--- src/rtl/core/lnfmt_pkg.sv ---
// Shared types and constants of the line formatter core.
package lnfmt_pkg;

   // Register indexes of the configuration channel
   localparam logic [2:0] CSR_NUMBER_ALL      = 3'd0;
   localparam logic [2:0] CSR_NUMBER_NONBLANK = 3'd1;
   localparam logic [2:0] CSR_SQUEEZE_BLANK   = 3'd2;
   localparam logic [2:0] CSR_SHOW_ENDS       = 3'd3;
   localparam logic [2:0] CSR_SHOW_TABS       = 3'd4;
   localparam logic [2:0] CSR_SHOW_NONPRINT   = 3'd5;

   // Character codes
   localparam logic [7:0] CHAR_TAB    = 8'h09;
   localparam logic [7:0] CHAR_NL     = 8'h0A;
   localparam logic [7:0] CHAR_SPACE  = 8'h20;
   localparam logic [7:0] CHAR_DOLLAR = 8'h24;
   localparam logic [7:0] CHAR_ZERO   = 8'h30;
   localparam logic [7:0] CHAR_I      = 8'h49;
   localparam logic [7:0] CHAR_CARET  = 8'h5E;
   localparam logic [7:0] CHAR_DEL    = 8'h7F;

   // Command queue between front and back; depth is a power of two
   localparam int QUEUE_DEPTH = 2;
   localparam int QPTR_W      = 1;
   localparam int QCNT_W      = 2;

   typedef struct packed {
      logic number_all_lines;
      logic number_nonblank_lines;
      logic squeeze_blank;
      logic show_ends;
      logic show_tabs;
      logic show_nonprinting;
   } cfg_type;

   // What the back end emits for one input byte, in this order:
   // number field + tab, '$', '^', body byte
   typedef struct packed {
      logic       num;
      logic       dollar;
      logic       caret;
      logic       body_valid;
      logic [7:0] body;
   } cmd_type;

endpackage

--- src/rtl/core/lnfmt_front.sv ---
// Front end: accepts input bytes, tracks line state and builds emit commands.
module lnfmt_front
   import lnfmt_pkg::*;
(
   input  logic       clock,
   input  logic       reset,
   input  cfg_type    cfg,
   input  logic       req_tvalid,
   output logic       req_tready,
   input  logic [7:0] req_tdata,
   input  logic       queue_full,
   output logic       push,
   output cmd_type    push_cmd
);

   logic [1:0] run_ff, run_in;
   logic       pend_all_ff, pend_all_in;
   logic       pend_nb_ff, pend_nb_in;

   logic       accept;
   logic       nl;
   logic       keep;
   logic       all_on;
   logic       np;
   logic [7:0] c_mod;
   logic       tab;

   assign req_tready = !queue_full;
   assign accept     = req_tvalid && req_tready;

   always_comb begin
      nl = (req_tdata == CHAR_NL);

      run_in = run_ff;
      if (cfg.squeeze_blank) begin
         if (nl) begin
            run_in = (run_ff == 2'd3) ? 2'd3 : run_ff + 2'd1;
         end else begin
            run_in = 2'd0;
         end
      end
      keep = !(cfg.squeeze_blank && (run_in == 2'd3));

      all_on      = cfg.number_all_lines && !cfg.number_nonblank_lines && keep;
      pend_all_in = all_on ? nl : pend_all_ff;
      pend_nb_in  = cfg.number_nonblank_lines ? nl : pend_nb_ff;

      np = cfg.show_nonprinting &&
           ((req_tdata <= 8'd8) ||
            ((req_tdata >= 8'd11) && (req_tdata <= 8'd31)) ||
            (req_tdata == CHAR_DEL));
      // (c + 64) mod 128 flips bit 6 of a 7-bit code
      c_mod = np ? {1'b0, req_tdata[6:0] + 7'h40} : req_tdata;
      tab   = cfg.show_tabs && (c_mod == CHAR_TAB);

      push_cmd.num        = (all_on && pend_all_ff) ||
                            (cfg.number_nonblank_lines && !nl && pend_nb_ff);
      push_cmd.dollar     = cfg.show_ends && nl && keep;
      push_cmd.caret      = keep && (np || tab);
      push_cmd.body_valid = keep;
      push_cmd.body       = tab ? CHAR_I : c_mod;
   end

   // squeezed newlines make no output and never reach the queue
   assign push = accept && (push_cmd.num || push_cmd.dollar ||
                            push_cmd.caret || push_cmd.body_valid);

   always_ff @(posedge clock) begin
      if (reset) begin
         run_ff      <= 2'd1;
         pend_all_ff <= 1'b1;
         pend_nb_ff  <= 1'b1;
      end else if (accept) begin
         run_ff      <= run_in;
         pend_all_ff <= pend_all_in;
         pend_nb_ff  <= pend_nb_in;
      end
   end

endmodule

--- src/rtl/core/lnfmt_queue.sv ---
// Short command queue between front and back ends.
module lnfmt_queue
   import lnfmt_pkg::*;
(
   input  logic    clock,
   input  logic    reset,
   input  logic    push,
   input  cmd_type push_cmd,
   input  logic    pop,
   output logic    full,
   output logic    head_valid,
   output cmd_type head
);

   cmd_type           mem_ff [QUEUE_DEPTH];
   logic [QPTR_W-1:0] wr_ptr_ff;
   logic [QPTR_W-1:0] rd_ptr_ff;
   logic [QCNT_W-1:0] count_ff, count_in;

   assign full       = (count_ff == QCNT_W'(QUEUE_DEPTH));
   assign head_valid = (count_ff != '0);
   assign head       = mem_ff[rd_ptr_ff];

   always_comb begin
      count_in = count_ff;
      if (push && !pop) begin
         count_in = count_ff + QCNT_W'(1);
      end else if (pop && !push) begin
         count_in = count_ff - QCNT_W'(1);
      end
   end

   always_ff @(posedge clock) begin
      if (push) begin
         mem_ff[wr_ptr_ff] <= push_cmd;
      end
   end

   always_ff @(posedge clock) begin
      if (reset) begin
         wr_ptr_ff <= '0;
         rd_ptr_ff <= '0;
         count_ff  <= '0;
      end else begin
         if (push) begin
            wr_ptr_ff <= wr_ptr_ff + QPTR_W'(1);
         end
         if (pop) begin
            rd_ptr_ff <= rd_ptr_ff + QPTR_W'(1);
         end
         count_ff <= count_in;
      end
   end

endmodule

--- src/rtl/core/lnfmt_back.sv ---
// Back end: serializes one command into output beats, owns the line counter.
module lnfmt_back
   import lnfmt_pkg::*;
#(
   parameter int NUMBER_DIGITS = 6,
   parameter int DIG_W         = 3
)
(
   input  logic       clock,
   input  logic       reset,
   input  logic       head_valid,
   input  cmd_type    head,
   output logic       pop,
   output logic       rsp_tvalid,
   input  logic       rsp_tready,
   output logic [7:0] rsp_tdata,
   output logic       rsp_tlast
);

   localparam int BCD_W = 4 * NUMBER_DIGITS;

   localparam logic [2:0] PH_DIGIT  = 3'd0;
   localparam logic [2:0] PH_TAB    = 3'd1;
   localparam logic [2:0] PH_DOLLAR = 3'd2;
   localparam logic [2:0] PH_CARET  = 3'd3;
   localparam logic [2:0] PH_BODY   = 3'd4;

   logic             busy_ff, busy_in;
   logic [2:0]       phase_ff, phase_in;
   logic [DIG_W-1:0] dig_ff, dig_in;
   logic             seen_ff, seen_in;
   logic [BCD_W-1:0] bcd_ff, bcd_in;
   logic             rsp_valid_ff, rsp_valid_in;
   logic [7:0]       rsp_data_ff, rsp_data_in;
   logic             rsp_last_ff, rsp_last_in;

   logic             out_free;
   logic             step;
   logic [4:0]       act;
   logic [2:0]       first_idx;
   logic [2:0]       cur_phase;
   logic [2:0]       next_idx;
   logic             next_found;
   logic [DIG_W-1:0] cur_dig;
   logic [3:0]       digit;
   logic             seen_now;
   logic             more_digits;
   logic             is_last;
   logic [BCD_W-1:0] bcd_inc;
   logic             carry;

   assign out_free = !rsp_valid_ff || rsp_tready;
   assign step     = head_valid && out_free;
   assign act      = {head.body_valid, head.caret, head.dollar, head.num, head.num};

   always_comb begin
      first_idx = PH_BODY;
      for (int i = 4; i >= 0; i--) begin
         if (act[i]) begin
            first_idx = 3'(i);
         end
      end
      cur_phase = busy_ff ? phase_ff : first_idx;

      next_idx   = PH_BODY;
      next_found = 1'b0;
      for (int i = 4; i >= 0; i--) begin
         if (act[i] && (3'(i) > cur_phase)) begin
            next_idx   = 3'(i);
            next_found = 1'b1;
         end
      end
   end

   always_comb begin
      cur_dig     = busy_ff ? dig_ff : DIG_W'(NUMBER_DIGITS - 1);
      digit       = bcd_ff[cur_dig*4 +: 4];
      seen_now    = (busy_ff && seen_ff) || (digit != 4'd0) || (cur_dig == '0);
      more_digits = (cur_phase == PH_DIGIT) && (cur_dig != '0);
      is_last     = !more_digits && !next_found;

      unique case (cur_phase)
         PH_DIGIT:  rsp_data_in = seen_now ? (CHAR_ZERO | {4'd0, digit}) : CHAR_SPACE;
         PH_TAB:    rsp_data_in = CHAR_TAB;
         PH_DOLLAR: rsp_data_in = CHAR_DOLLAR;
         PH_CARET:  rsp_data_in = CHAR_CARET;
         PH_BODY:   rsp_data_in = head.body;
         default:   rsp_data_in = head.body;
      endcase
      rsp_last_in  = is_last;
      rsp_valid_in = step ? 1'b1 : (rsp_tready ? 1'b0 : rsp_valid_ff);

      busy_in  = step ? !is_last : busy_ff;
      phase_in = more_digits ? PH_DIGIT : next_idx;
      dig_in   = cur_dig - DIG_W'(1);
      seen_in  = seen_now;
   end

   // saturating BCD increment, digit by digit
   always_comb begin
      bcd_inc = bcd_ff;
      carry   = 1'b1;
      for (int i = 0; i < NUMBER_DIGITS; i++) begin
         if (carry) begin
            if (bcd_ff[i*4 +: 4] == 4'd9) begin
               bcd_inc[i*4 +: 4] = 4'd0;
            end else begin
               bcd_inc[i*4 +: 4] = bcd_ff[i*4 +: 4] + 4'd1;
               carry = 1'b0;
            end
         end
      end
      bcd_in = carry ? bcd_ff : bcd_inc;
   end

   assign pop        = step && is_last;
   assign rsp_tvalid = rsp_valid_ff;
   assign rsp_tdata  = rsp_data_ff;
   assign rsp_tlast  = rsp_last_ff;

   always_ff @(posedge clock) begin
      if (step) begin
         rsp_data_ff <= rsp_data_in;
         rsp_last_ff <= rsp_last_in;
         phase_ff    <= phase_in;
         dig_ff      <= dig_in;
         seen_ff     <= seen_in;
      end
   end

   always_ff @(posedge clock) begin
      if (reset) begin
         busy_ff      <= 1'b0;
         rsp_valid_ff <= 1'b0;
         bcd_ff       <= BCD_W'(1);
      end else begin
         busy_ff      <= busy_in;
         rsp_valid_ff <= rsp_valid_in;
         if (step && (cur_phase == PH_TAB)) begin
            bcd_ff <= bcd_in;
         end
      end
   end

`ifndef SYNTHESIS
   a_busy_has_cmd: assert property (@(posedge clock) disable iff (reset)
      busy_ff |-> head_valid)
      else $error("back end mid-command with empty queue");

   a_bcd_only_on_tab: assert property (@(posedge clock) disable iff (reset)
      !(step && (cur_phase == PH_TAB)) |=> $stable(bcd_ff))
      else $error("line number changed outside a number field");

   a_digit_range: assert property (@(posedge clock) disable iff (reset)
      (busy_ff && (phase_ff == PH_DIGIT)) |->
         ({1'b0, dig_ff} < (DIG_W+1)'(NUMBER_DIGITS)))
      else $error("digit index out of range");

   a_pop_marks_last: assert property (@(posedge clock) disable iff (reset)
      pop |=> (rsp_tvalid && rsp_tlast))
      else $error("command retired without a last beat");
`endif

endmodule

--- src/rtl/core/text_stream_line_formatter_core.sv ---
// Top level of the text stream line formatter core.
//
//  channel | dir | handshake             | payload
//  --------+-----+-----------------------+-----------------------------------
//  req     | in  | req_tvalid/req_tready | tdata[7:0] in_byte
//  rsp     | out | rsp_tvalid/rsp_tready | tdata[7:0] out_byte, tlast last_of_run
//  csr     | in  | csr_valid/csr_ready   | csr_index[2:0], csr_data (bit 0 kept)
//
//  Beats: the back end emits one output beat per cycle while it has a command
//    and rsp_tready allows, so a plain byte makes one beat and a numbered line
//    start up to NUMBER_DIGITS+3 beats; the back-end serializer sets the sustained rate.
//  Input bytes are taken one per cycle while the two-entry command queue has
//    room; a squeezed newline is taken and makes no beat.
//  Reset: options cleared, line number 1, numbers due, blank-run count 1.
//  Stalls: rsp_tready low holds the output register and backs up the queue,
//    and req_tready drops only when the queue is full.
module text_stream_line_formatter_core
   import lnfmt_pkg::*;
#(
   parameter int NUMBER_DIGITS = 6
)
(
   input  logic       clock,
   input  logic       reset,
   // input byte stream
   input  logic       req_tvalid,
   output logic       req_tready,
   input  logic [7:0] req_tdata,   // [7:0] in_byte
   // formatted output stream
   output logic       rsp_tvalid,
   input  logic       rsp_tready,
   output logic [7:0] rsp_tdata,   // [7:0] out_byte
   output logic       rsp_tlast,   // last_of_run
   // option register writes
   input  logic       csr_valid,
   output logic       csr_ready,
   input  logic [2:0] csr_index,
   input  logic       csr_data
);

   localparam int DIG_W = (NUMBER_DIGITS > 1) ? $clog2(NUMBER_DIGITS) : 1;

   cfg_type cfg_ff, cfg_in;
   logic    queue_full;
   logic    push;
   cmd_type push_cmd;
   logic    pop;
   logic    head_valid;
   cmd_type head;

   // option writes are always taken; unknown indexes are dropped
   assign csr_ready = 1'b1;

   always_comb begin
      cfg_in = cfg_ff;
      if (csr_valid && csr_ready) begin
         unique case (csr_index)
            CSR_NUMBER_ALL:      cfg_in.number_all_lines      = csr_data;
            CSR_NUMBER_NONBLANK: cfg_in.number_nonblank_lines = csr_data;
            CSR_SQUEEZE_BLANK:   cfg_in.squeeze_blank         = csr_data;
            CSR_SHOW_ENDS:       cfg_in.show_ends             = csr_data;
            CSR_SHOW_TABS:       cfg_in.show_tabs             = csr_data;
            CSR_SHOW_NONPRINT:   cfg_in.show_nonprinting      = csr_data;
            default:             cfg_in = cfg_ff;
         endcase
      end
   end

   always_ff @(posedge clock) begin
      if (reset) begin
         cfg_ff <= '0;
      end else begin
         cfg_ff <= cfg_in;
      end
   end

   // front: classify each byte and update line state
   lnfmt_front u_front (
      .clock      (clock),
      .reset      (reset),
      .cfg        (cfg_ff),
      .req_tvalid (req_tvalid),
      .req_tready (req_tready),
      .req_tdata  (req_tdata),
      .queue_full (queue_full),
      .push       (push),
      .push_cmd   (push_cmd)
   );

   lnfmt_queue u_queue (
      .clock      (clock),
      .reset      (reset),
      .push       (push),
      .push_cmd   (push_cmd),
      .pop        (pop),
      .full       (queue_full),
      .head_valid (head_valid),
      .head       (head)
   );

   // back: expand commands into beats, keeps the BCD line counter
   lnfmt_back #(
      .NUMBER_DIGITS (NUMBER_DIGITS),
      .DIG_W         (DIG_W)
   ) u_back (
      .clock      (clock),
      .reset      (reset),
      .head_valid (head_valid),
      .head       (head),
      .pop        (pop),
      .rsp_tvalid (rsp_tvalid),
      .rsp_tready (rsp_tready),
      .rsp_tdata  (rsp_tdata),
      .rsp_tlast  (rsp_tlast)
   );

endmodule

--- config.mk ---
export PLATFORM = sky130hd
export DESIGN_NAME = text_stream_line_formatter_core
export DESIGN_NICKNAME = d
export VERILOG_FILES = /design/src/rtl/core/lnfmt_pkg.sv /design/src/rtl/core/lnfmt_front.sv /design/src/rtl/core/lnfmt_queue.sv /design/src/rtl/core/lnfmt_back.sv /design/src/rtl/core/text_stream_line_formatter_core.sv
export SDC_FILE = /design/constraint.sdc
export NUM_CORES = 1
export LEC_CHECK = 0
export CAP_MARGIN = 20
export CORE_MARGIN = 4
export CORE_UTILIZATION = 50
export CTS_CLUSTER_DIAMETER = 80
export CTS_CLUSTER_SIZE = 30
export DETAILED_ROUTE_END_ITERATION = 8
export DONT_BUFFER_PORTS = 1
export PLACE_DENSITY = 0.76
export SLEW_MARGIN = 30
export SYNTH_ARGS = -nofsm -noshare
export SYNTH_HDL_FRONTEND = slang
export SYNTH_SLANG_ARGS = --single-unit
--- constraint.sdc ---
create_clock -name clock -period 3 [get_ports clock]
set_input_delay 0.15 -clock clock [delete_from_list [all_inputs] [get_ports clock]]
set_output_delay 0.15 -clock clock [all_outputs]
set_load 0.05 [all_outputs]
Yosys cells after proc, flatten, opt, wreduce, memory -nomap -nowiden
Memory sizes are Yosys's and may differ from the RTL's. A register that Yosys moved wholly into a read port is not among the register bits.
Index checks and enable logic that the tools add are counted.
Operators by class
  mux-type cells: 45
  eq/ne operators: 20
  bitwise logic cells: 1
  $add $sub $neg: 13
  reduce and logical (&&, ||, !) cells: 72
  magnitude comparators: 8
  shift-type cells: 1
Operators by type and width (count)
  one-hot mux 8 bit (4 select lines): 1
  logical AND 1 bit: 27
  adder 4 x 1 -> 4 bit (second input constant): 6
  == test 4 bit (second input constant): 6
  two-way mux 4 bit: 6
  variable part select 24 x 6 -> 4 bit: 1
  two-way mux 1 bit: 23
  two-way mux 3 bit: 6
  AND reduction 2 bit: 9
  == test 8 x 4 -> 1 bit (second input constant): 2
  two-way mux 8 bit: 2
  AND reduction 3 bit: 5
  == test 3 x 2 -> 1 bit (second input constant): 4
  two-way mux 2 bit: 6
  zero test 1 bit: 10
  logical OR 1 bit: 10
  zero test 3 bit: 3
  == test 8 x 7 -> 1 bit (second input constant): 1
  greater-or-equal comparator 8 x 4 -> 1 bit (second input constant): 1
  <= comparator 8 x 4 -> 1 bit (second input constant): 1
  <= comparator 8 x 5 -> 1 bit (second input constant): 1
  adder 7 bit (second input constant): 1
  == test 2 bit (second input constant): 3
  == test 3 x 1 -> 1 bit (second input constant): 2
  16 further kinds: 23
Storage, ports and cells
  memories: 1
  input port bits: 17
  logic and storage cells: 188
  output and inout port bits: 12
  RAM bits: 24
  flip-flop bits (word level): 56
Memories
  u_queue.mem_ff: depth 2, width 12, rd ports 1, clocked after Yosys merged registers in 1, wr ports 1, RTL line lnfmt_queue.sv:15  | cmd_type mem_ff [QUEUE_DEPTH];

Longest topological paths before layout
Gate-level depths: netlist of run 1.
  depth after elaboration: 18
  depth in mapped cells: 13
  depth with buffers taken out: 11

Cells and area by module
A second synthesis of run 1 with hierarchy kept.
Unflattened totals
  cell total of the unflattened synthesis: 409
  area, all modules: 4197.8 µm²
Modules (own cells, without submodules)
  lnfmt_back: sequential area each 1001.0 µm², instances 1, cells each 264, area an instance 2396.0 µm²
  lnfmt_queue: sequential area each 820.8 µm², instances 1, cells each 59, area an instance 1071.0 µm²
  lnfmt_front: sequential area each 80.1 µm², instances 1, cells each 59, area an instance 425.4 µm²
  text_stream_line_formatter_core: sequential area each 120.1 µm², instances 1, cells each 27, area an instance 305.3 µm²

Least setup slack after synthesis of run 1
No wires, ideal clock.
  kind: register -> register
  start point: register u_back.busy_ff
  end point: register u_queue.count_ff[1]
  setup slack: 91 ps
  arrival time: 2838 ps
  setup time: 71 ps
  data required time: 2929 ps
  stages on the path, launching flop included: 13
  buffers on the path: 2
  period minus slack after synthesis: 2909 ps
  cell sequence: dfxtp_1 buf_6 clkbuf_1 nor2b_1 ha_1 ha_1 inv_1 or2_2 a2111oi_2 inv_1 ha_1 or3_1 a21oi_1
On the way
  word-level cells in the longest chain between the ends: 14
  elaborated cells between the ends (all ways): 29
  those cells by class: order compare (5); mux (8); reduce/logical (16)
Ends and longest elaborated chain
  from (decl): RTL line lnfmt_back.sv:28  | logic busy_ff, busy_in;
  from (signal assigned): RTL line lnfmt_back.sv:137  | busy_ff <= busy_in;
  two-way mux 3 bit: RTL line lnfmt_back.sv:63  | cur_phase = busy_ff ? phase_ff : first_idx;
  greater-than comparator 3 bit: RTL line lnfmt_back.sv:68  | if (act[i] && (3'(i) > cur_phase)) begin
  logical AND 1 bit: RTL line lnfmt_back.sv:68
  two-way mux 1 bit (5 in series): RTL line lnfmt_back.sv:68
  zero test 1 bit: RTL line lnfmt_back.sv:80  | is_last = !more_digits && !next_found;
  logical AND 1 bit (*): RTL line lnfmt_back.sv:80
  logical AND 1 bit (*): RTL line lnfmt_back.sv:116  | assign pop = step && is_last;
  zero test 1 bit: RTL line lnfmt_queue.sv:26  | if (push && !pop) begin
  logical AND 1 bit: RTL line lnfmt_queue.sv:26
  two-way mux 2 bit or nonzero test 2 bit (tied branches)
  to (signal assigned): RTL line lnfmt_queue.sv:51  | count_ff <= count_in;
  to (decl): RTL line lnfmt_queue.sv:18  | logic [QCNT_W-1:0] count_ff, count_in;
Every way passes the cells marked *; elsewhere a longest branch is shown, timed or not.
A chain may end at the register's enable or synchronous reset.

==> impl_metrics.env, run 1 <==
export IMPL_outcome="finished, final reports clean"
export IMPL_worst_ir_drop_vdd_v=0.000400
export IMPL_stdcell_count=536
export IMPL_start_util=0.509
export IMPL_gp_congestion=0.827
export IMPL_area_fraction_in_compound_gates_after_synthesis=0.170
export IMPL_ys_top_cells_by_count="dfxtp_1 (41), edfxtp_1 (40), a21oi_1 (31)"
export IMPL_pwr_density_cell_mw_per_mm2=785
export IMPL_wl_per_cell_microns=16.6
export IMPL_cts_buffers_inserted=9
export IMPL_final_util=0.565
export IMPL_timing_setup_tns_ns=0
export IMPL_yosys_register_bits=81
export IMPL_postRouteAntennaNets=0
export IMPL_synth_top_area_cell="edfxtp_1"
export IMPL_fin_skew_ns=0.00965
export IMPL_post_layout_total_power_mw=3.63
export IMPL_post_route_drc_count=0
export IMPL_via_count_of_the_first_global_routing_pass=3088
export IMPL_synth_top_family_by_area="simple AND/OR/NAND/NOR gates"
export IMPL_finalWorstSetupSlack_ns=0.204
export IMPL_die_y_microns=99.2
export IMPL_filler_cell_count=690
export IMPL_grt_max_degree=33
export IMPL_via_per_inst=6.06
export IMPL_numPortBuffers=0
export IMPL_final_setup_viol_count=0
export IMPL_design_portCount=29
export IMPL_dp_hpwl_microns=6270
export IMPL_cell_with_the_most_instances_after_synthesis="dfxtp_1"
export IMPL_cp_end_kind="flop"
export IMPL_startpoint_class_of_the_critical_path="flop"
export IMPL_wl_microns=8900
export IMPL_synthCells=411
export IMPL_global_route_wire_length_before_repair_microns=14400
export IMPL_max_cap_viols=0
export IMPL_cts_repair_resize_count=0
export IMPL_critPathRequiredTime_ns=3.28
export IMPL_min_period_over_period=0.932
export IMPL_hp_start="reset"
export IMPL_synth_edff_count=40
export IMPL_layout_area_overhead_vs_synth_pct=11.0
export IMPL_final_layout_size_suffix_gt1_frac=0.107
export IMPL_post_synth_xor_area_fraction=0.0105
export IMPL_crit_path_max_fanout=9
export IMPL_n_antenna_cell=0
export IMPL_synthDominantCellAreaShare=0.289
export IMPL_grt_overflow=0
export IMPL_fmax_mhz=358
export IMPL_core_rowCount=33
export IMPL_dp_cells=508
export IMPL_ys_warnings_count=0
export IMPL_synth_area_mux_share=0.0706
export IMPL_asyncSetResetFlopFracSynth=0
export IMPL_post_synth_and_or_nand_nor_area_fraction=0.213
export IMPL_grtUsageTotal=0.184
export IMPL_drt_iter0_markers=131
export IMPL_placement_setup_worst_slack_ns=0.221
export IMPL_rsz0062_at_grt="false"
export IMPL_insertion_delay_ns=0.35
export IMPL_timing_final_hold_violations=0
export IMPL_power_leakage_nw=1.51
export IMPL_critical_path_class="flop to flop"
export IMPL_finalCriticalPeriod_ns=2.80
export IMPL_die_w_microns=99.2
export IMPL_cts_path_max_buffers=2
export IMPL_worstMarginPinSlew_ns=0.702
export IMPL_die_footprint_sq_mm=0.00985
export IMPL_postSynthNetCount=431
export IMPL_postCtsSetupBuffers=0
export IMPL_grt_antenna_before_repair=0
export IMPL_synth_cell_types=66
export IMPL_timing_hold_worst_class="input pin to flop"
export IMPL_coreArea_sq_mm=0.00818
export IMPL_final_net_count=446
export IMPL_synth_fa_ha_area_frac=0.00902
export IMPL_ys_top_cells_by_area="edfxtp_1 (29%), dfxtp_1 (20%), mux2i_1 (4.1%)"
export IMPL_post_synth_cell_area_avg_sq_um=10.1
export IMPL_max_slew_margin_rel=0.532
export IMPL_cts_root_buffer="clkbuf_8"
export IMPL_clock_sinks=81
export IMPL_drt_pass_1_iters=5
export IMPL_maxSlewViolCount=0
export IMPL_worstPathArrival_ns=3.07
export IMPL_yosysSeqAreaShare=0.486
export IMPL_tritoncts="yes"
export IMPL_synthesis_area_sq_mm=0.00416
export IMPL_dr_total_vias=3246
export IMPL_cts_htree_levels=3
export IMPL_cts_reportedPaths_clkPinSlew_ns=0.09
export IMPL_ys_flop_type="dfxtp_1"
-- where the power goes --
group	internal, mW	switching [mW]	total, mW
clock	0.392	0.399	0.790
combinational	0.387	0.601	0.988
sequential	1.47	0.378	1.85
total	2.25	1.38	3.63
-- path summary, 6_finish.rpt --
kind,end,cells after the start,slack (ns)
hold / removal,u_back.bcd_ff[16]$_SDFFE_PP0P_,2,0.01
setup reg to reg,u_queue.count_ff[1]$_SDFFE_PP0P_,8,0.20
hold reg to reg,cfg_ff[2]$_SDFFE_PP0P_,2,0.52
setup / recovery,u_queue.count_ff[1]$_SDFFE_PP0P_,8,0.20
-- routing by layer --
metal | vias to the layer above | wire length [microns] | track usage
li1 | 1590 | - | -
met1 | 1552 | 3850 | 0.215
met2 | 89 | 4450 | 0.318
met3 | 15 | 449 | 0.0617
met4 | 0 | 157 | 0.0578
met5 | - | 0 | 0
-- cell type report --
type                       count  area, sq um  area share
tap                          105          131      0.0284
sequential                    81         2020       0.438
multi-input combinational    292         1980       0.428
clock inverter                 7         75.1      0.0162
clock buffer                   9          124      0.0268
inverter                      17         63.8      0.0138
timing repair buffer          25          228      0.0493
-- logic make-up after synthesis --
kind of cell               after synthesis
AOI/OAI and AO/OA                      107
xor gates and xnor gates                 5
adders and majority gates                3
buffers and inverters                   38
DFF                                     81
muxes                                   26
other                                    1
and+or+nand+nor                        150
-- metrics by stage --
step	hold slack (ns)	area, sq um
floorplan	0.294	4160
global placement	0.226	4290
detailed placement	0.230	4290
CTS	0.00118	4610
global route	0.00246	4620
finish	0.0111	4620
-- sequential cells by signal (all words and copies together), names as in the netlist, named ones only --
register,flops
u_queue.mem_ff,24
u_back.bcd_ff,24
u_queue.wr_ptr_ff,1
u_back.busy_ff,1
u_queue.rd_ptr_ff,1
u_back.dig_ff,3
u_front.pend_all_ff,1
u_queue.count_ff,2
u_front.pend_nb_ff,1
u_back.rsp_tdata,8
u_front.run_ff,2
cfg_ff,6
u_back.seen_ff,1
u_back.phase_ff,3
u_back.rsp_tlast,1
u_back.rsp_tvalid,1
-- critical path, cell delays in order (launching register included) --
cell and delay [ns]:
dfxtp_1 0.49, or4b_1 0.52, nand2_1 0.15, a21oi_1 0.16, a2111oi_2 0.47, inv_1 0.09
ha_1 0.32, or3_1 0.37, a21oi_1 0.15
-- cell usage in the layout, fill, tap and decap left out, types with 6 or more instances in the layout --
cell type	count
a21oi_1	31
nor2b_1	12
o21ai_0	19
nand2b_1	9
dfxtp_1	41
and2_1	8
or4_1	9
nor4bb_1	6
inv_1	17
nand2_1	25
nor3_1	8
clkbuf_8	9
o31ai_1	10
mux2i_1	17
edfxtp_1	40
buf_4	13
nand3_1	8
nor2_1	24
dlygate4sd3_1	11
a31oi_1	9
-- timing repair --
| action | CTS | global route |
|---|---|---|
| hold endpoints to repair | 46 | 1 |
| setup endpoints to repair | 0 | 0 |
| hold buffers | 11 | 1 |
Note: power is estimated with default switching activity, not from simulation.
==> inputs of run 2 (changes only) <==
--- a/config.mk
+++ b/config.mk
@@ -12,7 +12,7 @@
 export CTS_CLUSTER_SIZE = 30
 export DETAILED_ROUTE_END_ITERATION = 8
 export DONT_BUFFER_PORTS = 1
-export PLACE_DENSITY = 0.76
+export PLACE_DENSITY = 0.73
 export SLEW_MARGIN = 30
 export SYNTH_ARGS = -nofsm -noshare
 export SYNTH_HDL_FRONTEND = slang
==> constraint.sdc (replaced) <==
create_clock -name clock -period 3.36 [get_ports clock]
set_input_delay 0.168 -clock clock [delete_from_list [all_inputs] [get_ports clock]]
set_output_delay 0.168 -clock clock [all_outputs]
set_load 0.05 [all_outputs]
==> run 2 against run 1 <==
  * Cell count decreased by 1.1%
  * First-iteration DRC count up 79%
  * Wire length decreased by 2.5%
  * Combinational power fell by 19%
  * Critical path depth up 1
  * Global-route usage increased by 0.057 points
  * Sequential power is 9% lower
  * Critical endpoint unchanged
  * Largest power group unchanged
  * Highest routed layer unchanged
==> impl_metrics.env, run 2 (synthesis results as in run 1) <==
export IMPL_fmax_mhz=344
export IMPL_dp_hpwl_microns=6020
export IMPL_die_footprint_sq_mm=0.00985
export IMPL_pwr_share_seq=0.510
export IMPL_final_util=0.563
export IMPL_tritoncts="yes"
export IMPL_rsz0062_at_grt="false"
export IMPL_power_switching_fraction=0.375
export IMPL_fin_skew_ns=0.0100
export IMPL_cellInternalPower_mw=2.06
export IMPL_grt_antenna_before_repair=0
export IMPL_outcome="finished, final reports clean"
export IMPL_power_leakage_nw=1.49
export IMPL_max_slew_margin_rel=0.563
export IMPL_maxSlewViolCount=0
export IMPL_via_per_inst=6.09
export IMPL_post_layout_total_power_mw=3.29
export IMPL_pwr_density_cell_mw_per_mm2=715
export IMPL_most_common_layout_cells="dfxtp_1 (40), edfxtp_1 (40), a21oi_1 (31)"
export IMPL_n_antenna_cell=0
export IMPL_grt_overflow=0
export IMPL_final_net_count=440
export IMPL_min_period_over_period=0.865
export IMPL_critical_path_class="flop to flop"
export IMPL_cts_root_buffer="clkbuf_8"
export IMPL_clock_sinks=81
export IMPL_worstMarginPinSlew_ns=0.656
export IMPL_timing_hold_ws_ns=0.0277
export IMPL_worst_r2r_setup_slack_ns=0.45
export IMPL_design_portCount=29
export IMPL_cts_reportedPaths_clkPinSlew_ns=0.09
export IMPL_drt_iter0_markers=235
export IMPL_via_count_of_the_first_global_routing_pass=3005
export IMPL_critPathRequiredTime_ns=3.65
export IMPL_worstPathArrival_ns=3.19
export IMPL_finalCriticalPeriod_ns=2.91
export IMPL_worst_r2r_cell_count=9
export IMPL_die_w_microns=99.2
export IMPL_startpoint_class_of_the_critical_path="flop"
export IMPL_timing_final_hold_violations=0
export IMPL_postRouteAntennaNets=0
export IMPL_grt_max_degree=33
export IMPL_grtUsageTotal=0.184
export IMPL_coreArea_sq_mm=0.00818
export IMPL_layout_area_overhead_vs_synth_pct=10.6
export IMPL_cts_path_max_buffers=2
export IMPL_max_cap_viols=0
export IMPL_cts_htree_levels=3
export IMPL_postCtsSetupBuffers=0
export IMPL_final_setup_viol_count=0
export IMPL_die_y_microns=99.2
export IMPL_relative_contribution_of_the_clock_network_to_total_power=0.246
export IMPL_worst_ir_drop_vdd_v=0.000352
export IMPL_numPortBuffers=0
export IMPL_crit_path_max_fanout=10
export IMPL_core_rowCount=33
export IMPL_dr_total_vias=3230
export IMPL_insertion_delay_ns=0.35
export IMPL_timing_critical_path_to="u_queue.count_ff[1]$_SDFFE_PP0P_"
export IMPL_final_layout_size_suffix_gt1_frac=0.0988
export IMPL_post_route_drc_count=0
export IMPL_cts_buffers_inserted=9
export IMPL_power_switching_mw=1.24
export IMPL_power_share_combinational=0.244
export IMPL_reg2reg_to="u_queue.count_ff[1]$_SDFFE_PP0P_"
export IMPL_wl_per_cell_microns=16.4
export IMPL_timing_hold_worst_class="input pin to flop"
export IMPL_drt_pass_1_iters=5
export IMPL_global_route_wire_length_before_repair_microns=14500
export IMPL_cp_end_kind="flop"
export IMPL_timing_setup_tns_ns=0
export IMPL_start_util=0.509
export IMPL_gp_congestion=0.835
export IMPL_wl_microns=8680
## run 2: changes by cell type in the layout (fill, tap and decap cells not counted), sizes merged
| cell | delta |
|---|---|
| clkinv | -2 |
| inv | +1 |
| bufinv | +1 |
| dlygate4sd3 | -1 |
| buf | -5 |
## run 2: layout make-up
type | count | area [sq um]
Clock buffer | 9 | 124
Clock inverter | 7 | 106
Fill cell | 714 | 3570
Inverter | 17 | 63.8
Multi-Input combinational cell | 292 | 1980
Sequential cell | 81 | 2020
Tap cell | 105 | 131
Timing Repair Buffer | 19 | 180
## run 2: worst min path at each step
stage,start,endpoint,slack (ns),cells past startpoint
finish,reset,u_back.bcd_ff[16]$_SDFFE_PP0P_,0.03,2
floorplan,csr_data,cfg_ff[2]$_SDFFE_PP0P_,0.31,2
detailed placement,reset,u_back.rsp_tvalid$_SDFFE_PP0P_,0.25,1
global route,req_tdata[6],u_queue.mem_ff[0][6]$_DFFE_PP_,0.006,2
CTS,reset,u_back.bcd_ff[16]$_SDFFE_PP0P_,0.005,2
global placement,reset,u_back.bcd_ff[10]$_SDFFE_PP0P_,0.25,1
## run 2: metal layers
layer / part of all wire / vias up / track usage
li1: - / 1584 / -
met1: 0.45 / 1568 / 0.236
met2: 0.50 / 72 / 0.306
met3: 0.041 / 6 / 0.0365
met4: 0.0075 / 0 / 0.0735
met5: 0 / - / 0
## run 2: power by group through the flow
stage	Clock (mW)	Combinational, mW	Sequential [mW]
after floorplan	0	0.658	1.63
after global placement	0	0.758	1.70
after detailed placement	0	0.776	1.70
after CTS	0.829	0.803	1.68
after global routing	0.877	0.883	1.71
final	0.811	0.803	1.68
## run 2: metrics by stage
step | setup WS, ns | instances | cell area (sq um)
global route | 0.232 | 530 | 4610
detailed placement | 0.269 | 503 | 4250
finish | 0.453 | 530 | 4610
CTS | 0.244 | 530 | 4600
floorplan | 0.451 | 411 | 4160
global placement | 0.442 | 503 | 4250
## run 2: repair_timing
action                                  4_1_cts  5_1_grt
hold buffers                                 11        0
hold endpoints to repair                     46        0
endpoints found under the setup margin        0        1
resized for setup                             0        1
## run 2: critical path, cell delays in order, from the launching register on
cell and delay, ns:
dfxtp_1 0.46, buf_4 0.26, mux2i_1 0.47, and2_1 0.21, o22ai_1 0.13, a2111oi_2 0.38, inv_1 0.10, ha_1 0.32
or3_1 0.37, a21oi_1 0.14
==> inputs of run 3 (changes only) <==
--- a/config.mk
+++ b/config.mk
@@ -5,7 +5,6 @@
 export SDC_FILE = /design/constraint.sdc
 export NUM_CORES = 1
 export LEC_CHECK = 0
-export CAP_MARGIN = 20
 export CORE_MARGIN = 4
 export CORE_UTILIZATION = 50
 export CTS_CLUSTER_DIAMETER = 80
==> constraint.sdc (replaced) <==
create_clock -name clock -period 3.4 [get_ports clock]
set_input_delay 0.17 -clock clock [delete_from_list [all_inputs] [get_ports clock]]
set_output_delay 0.17 -clock clock [all_outputs]
set_load 0.05 [all_outputs]
==> run 3 against run 2 <==
  * Global-route usage increased by 0.15 points
  * Setup slack better by 0.022 ns
  * First-iteration DRC count is 11% lower
  * Clock power barely moved
  * Register-to-register slack better by 0.02 ns
  * Critical path type unchanged
  * Critical endpoint unchanged
==> impl_metrics.env, run 3 (synthesis results as in run 1) <==
export IMPL_relative_contribution_of_the_clock_network_to_total_power=0.250
export IMPL_worstPathArrival_ns=3.21
export IMPL_power_leakage_nw=1.48
export IMPL_numPortBuffers=0
export IMPL_final_util=0.561
export IMPL_final_setup_viol_count=0
export IMPL_power_switching_fraction=0.378
export IMPL_via_per_inst=6.03
export IMPL_grt_overflow=0
export IMPL_cts_root_buffer="clkbuf_8"
export IMPL_gp_congestion=0.820
export IMPL_design_portCount=29
export IMPL_postRouteAntennaNets=0
export IMPL_dp_cells=502
export IMPL_coreArea_sq_mm=0.00818
export IMPL_cts_reportedPaths_clkPinSlew_ns=0.09
export IMPL_dr_total_vias=3182
export IMPL_fin_skew_ns=0.0102
export IMPL_finalCriticalPeriod_ns=2.92
export IMPL_cts_buffers_inserted=9
export IMPL_start_util=0.509
export IMPL_stdcell_count=528
export IMPL_tritoncts="yes"
export IMPL_min_period_over_period=0.860
export IMPL_crit_path_max_fanout=11
export IMPL_post_route_drc_count=0
export IMPL_final_layout_size_suffix_gt1_frac=0.0969
export IMPL_cts_path_max_buffers=2
export IMPL_insertion_delay_ns=0.35
export IMPL_rsz0062_at_grt="false"
export IMPL_grt_max_degree=34
export IMPL_max_slew_margin_rel=0.554
export IMPL_power_switching_mw=1.23
export IMPL_worstMarginPinSlew_ns=0.668
export IMPL_filler_cell_count=719
export IMPL_fmax_mhz=342
export IMPL_timing_final_hold_violations=0
export IMPL_critPathRequiredTime_ns=3.68
export IMPL_dp_hpwl_microns=5930
export IMPL_via_count_of_the_first_global_routing_pass=3108
export IMPL_die_y_microns=99.2
export IMPL_die_footprint_sq_mm=0.00985
export IMPL_core_rowCount=33
export IMPL_pwr_share_seq=0.510
export IMPL_drt_pass_1_iters=4
export IMPL_n_antenna_cell=0
export IMPL_wl_microns=8780
export IMPL_global_route_wire_length_before_repair_microns=14700
export IMPL_critical_path_class="flop to flop"
export IMPL_cts_htree_levels=3
export IMPL_cp_end_kind="flop"
export IMPL_design_area_sq_mm=0.00459
export IMPL_placedInstanceArea_sq_mm=0.00425
export IMPL_pwr_density_cell_mw_per_mm2=709
export IMPL_final_net_count=438
export IMPL_power_share_combinational=0.240
export IMPL_postCtsSetupBuffers=0
export IMPL_grt_antenna_before_repair=0
export IMPL_layout_area_overhead_vs_synth_pct=10.2
export IMPL_drt_iter0_markers=208
export IMPL_maxSlewViolCount=0
export IMPL_max_cap_viols=0
export IMPL_grtUsageTotal=0.186
export IMPL_most_common_layout_cells="dfxtp_1 (40), edfxtp_1 (40), a21oi_1 (31)"
export IMPL_outcome="finished, final reports clean"
export IMPL_timing_setup_tns_ns=0
export IMPL_startpoint_class_of_the_critical_path="flop"
export IMPL_worst_ir_drop_vdd_v=0.000367
export IMPL_die_w_microns=99.2
export IMPL_timing_hold_worst_class="input pin to flop"
export IMPL_cellInternalPower_mw=2.03
export IMPL_worst_r2r_setup_slack_ns=0.48
export IMPL_wl_per_cell_microns=16.6
export IMPL_clock_sinks=81
## run 3: cell types whose count changed in the layout (fill, tap and decap cells not counted)
| cell | before | now |
|---|---|---|
| dlygate4sd3_1 | 10 | 9 |
| buf_4 | 8 | 7 |
## run 3: worst paths after layout
| check | startpoint | endpoint | cells past startpoint |
|---|---|---|---|
| hold / removal | reset | u_back.bcd_ff[19]$_SDFFE_PP0P_ | 2 |
| setup reg to reg | flop | u_queue.count_ff[1]$_SDFFE_PP0P_ | 9 |
| hold reg to reg | cfg_ff[2]$_SDFFE_PP0P_ | cfg_ff[2]$_SDFFE_PP0P_ | 2 |
| setup / recovery | flop | u_queue.count_ff[1]$_SDFFE_PP0P_ | 9 |
## run 3: area by class of cell
class,instances,area [sq um],share of cell area
multi-input cells,292,1980,0.431
well taps,105,131,0.0286
clock buffers,9,124,0.0270
inverters,17,63.8,0.0139
repair buffers,17,163,0.0355
flip-flops and latches,81,2020,0.441
clock inverters,7,106,0.0232
## run 3: through the flow
step,total power [mW],hold WS [ns],setup slack [ns]
4_1_cts,3.26,0.000482,0.313
3_5_place_dp,2.44,0.249,0.353
5_1_grt,3.43,0.00954,0.194
3_3_place_gp,2.42,0.247,0.483
6_report,3.25,0.0178,0.476
2_1_floorplan,2.26,0.314,0.491
## run 3: per-layer routing
metal | up-vias | track usage | routed length [microns]
met3 | 13 | 0.0393 | 310
li1 | 1578 | - | -
met1 | 1543 | 0.236 | 3960
met2 | 48 | 0.304 | 4320
met4 | 0 | 0.0851 | 190
met5 | - | 0 | 0
## run 3: repair_timing
item | CTS | global route
hold buffers | 10 | 0
hold endpoints to repair | 47 | 0
setup endpoints to repair | 0 | 1
resized for setup | 0 | 1
## run 3: worst max-delay path, stage by stage, from the launching register on
cell and delay, ns:
dfxtp_1 0.39, buf_4 0.23, or4_4 0.54, nand2_1 0.14, a21oi_1 0.16, a2111oi_2 0.47, inv_1 0.09, ha_1 0.32
or3_1 0.38, a21oi_1 0.14
## run 3: power by group through the flow
stage | registers, mW | logic, mW | clock network (mW)
after detailed placement | 1.68 | 0.755 | 0
after global placement | 1.67 | 0.746 | 0
final | 1.66 | 0.781 | 0.813
after global routing | 1.68 | 0.865 | 0.879
after floorplan | 1.61 | 0.650 | 0
after CTS | 1.66 | 0.776 | 0.826
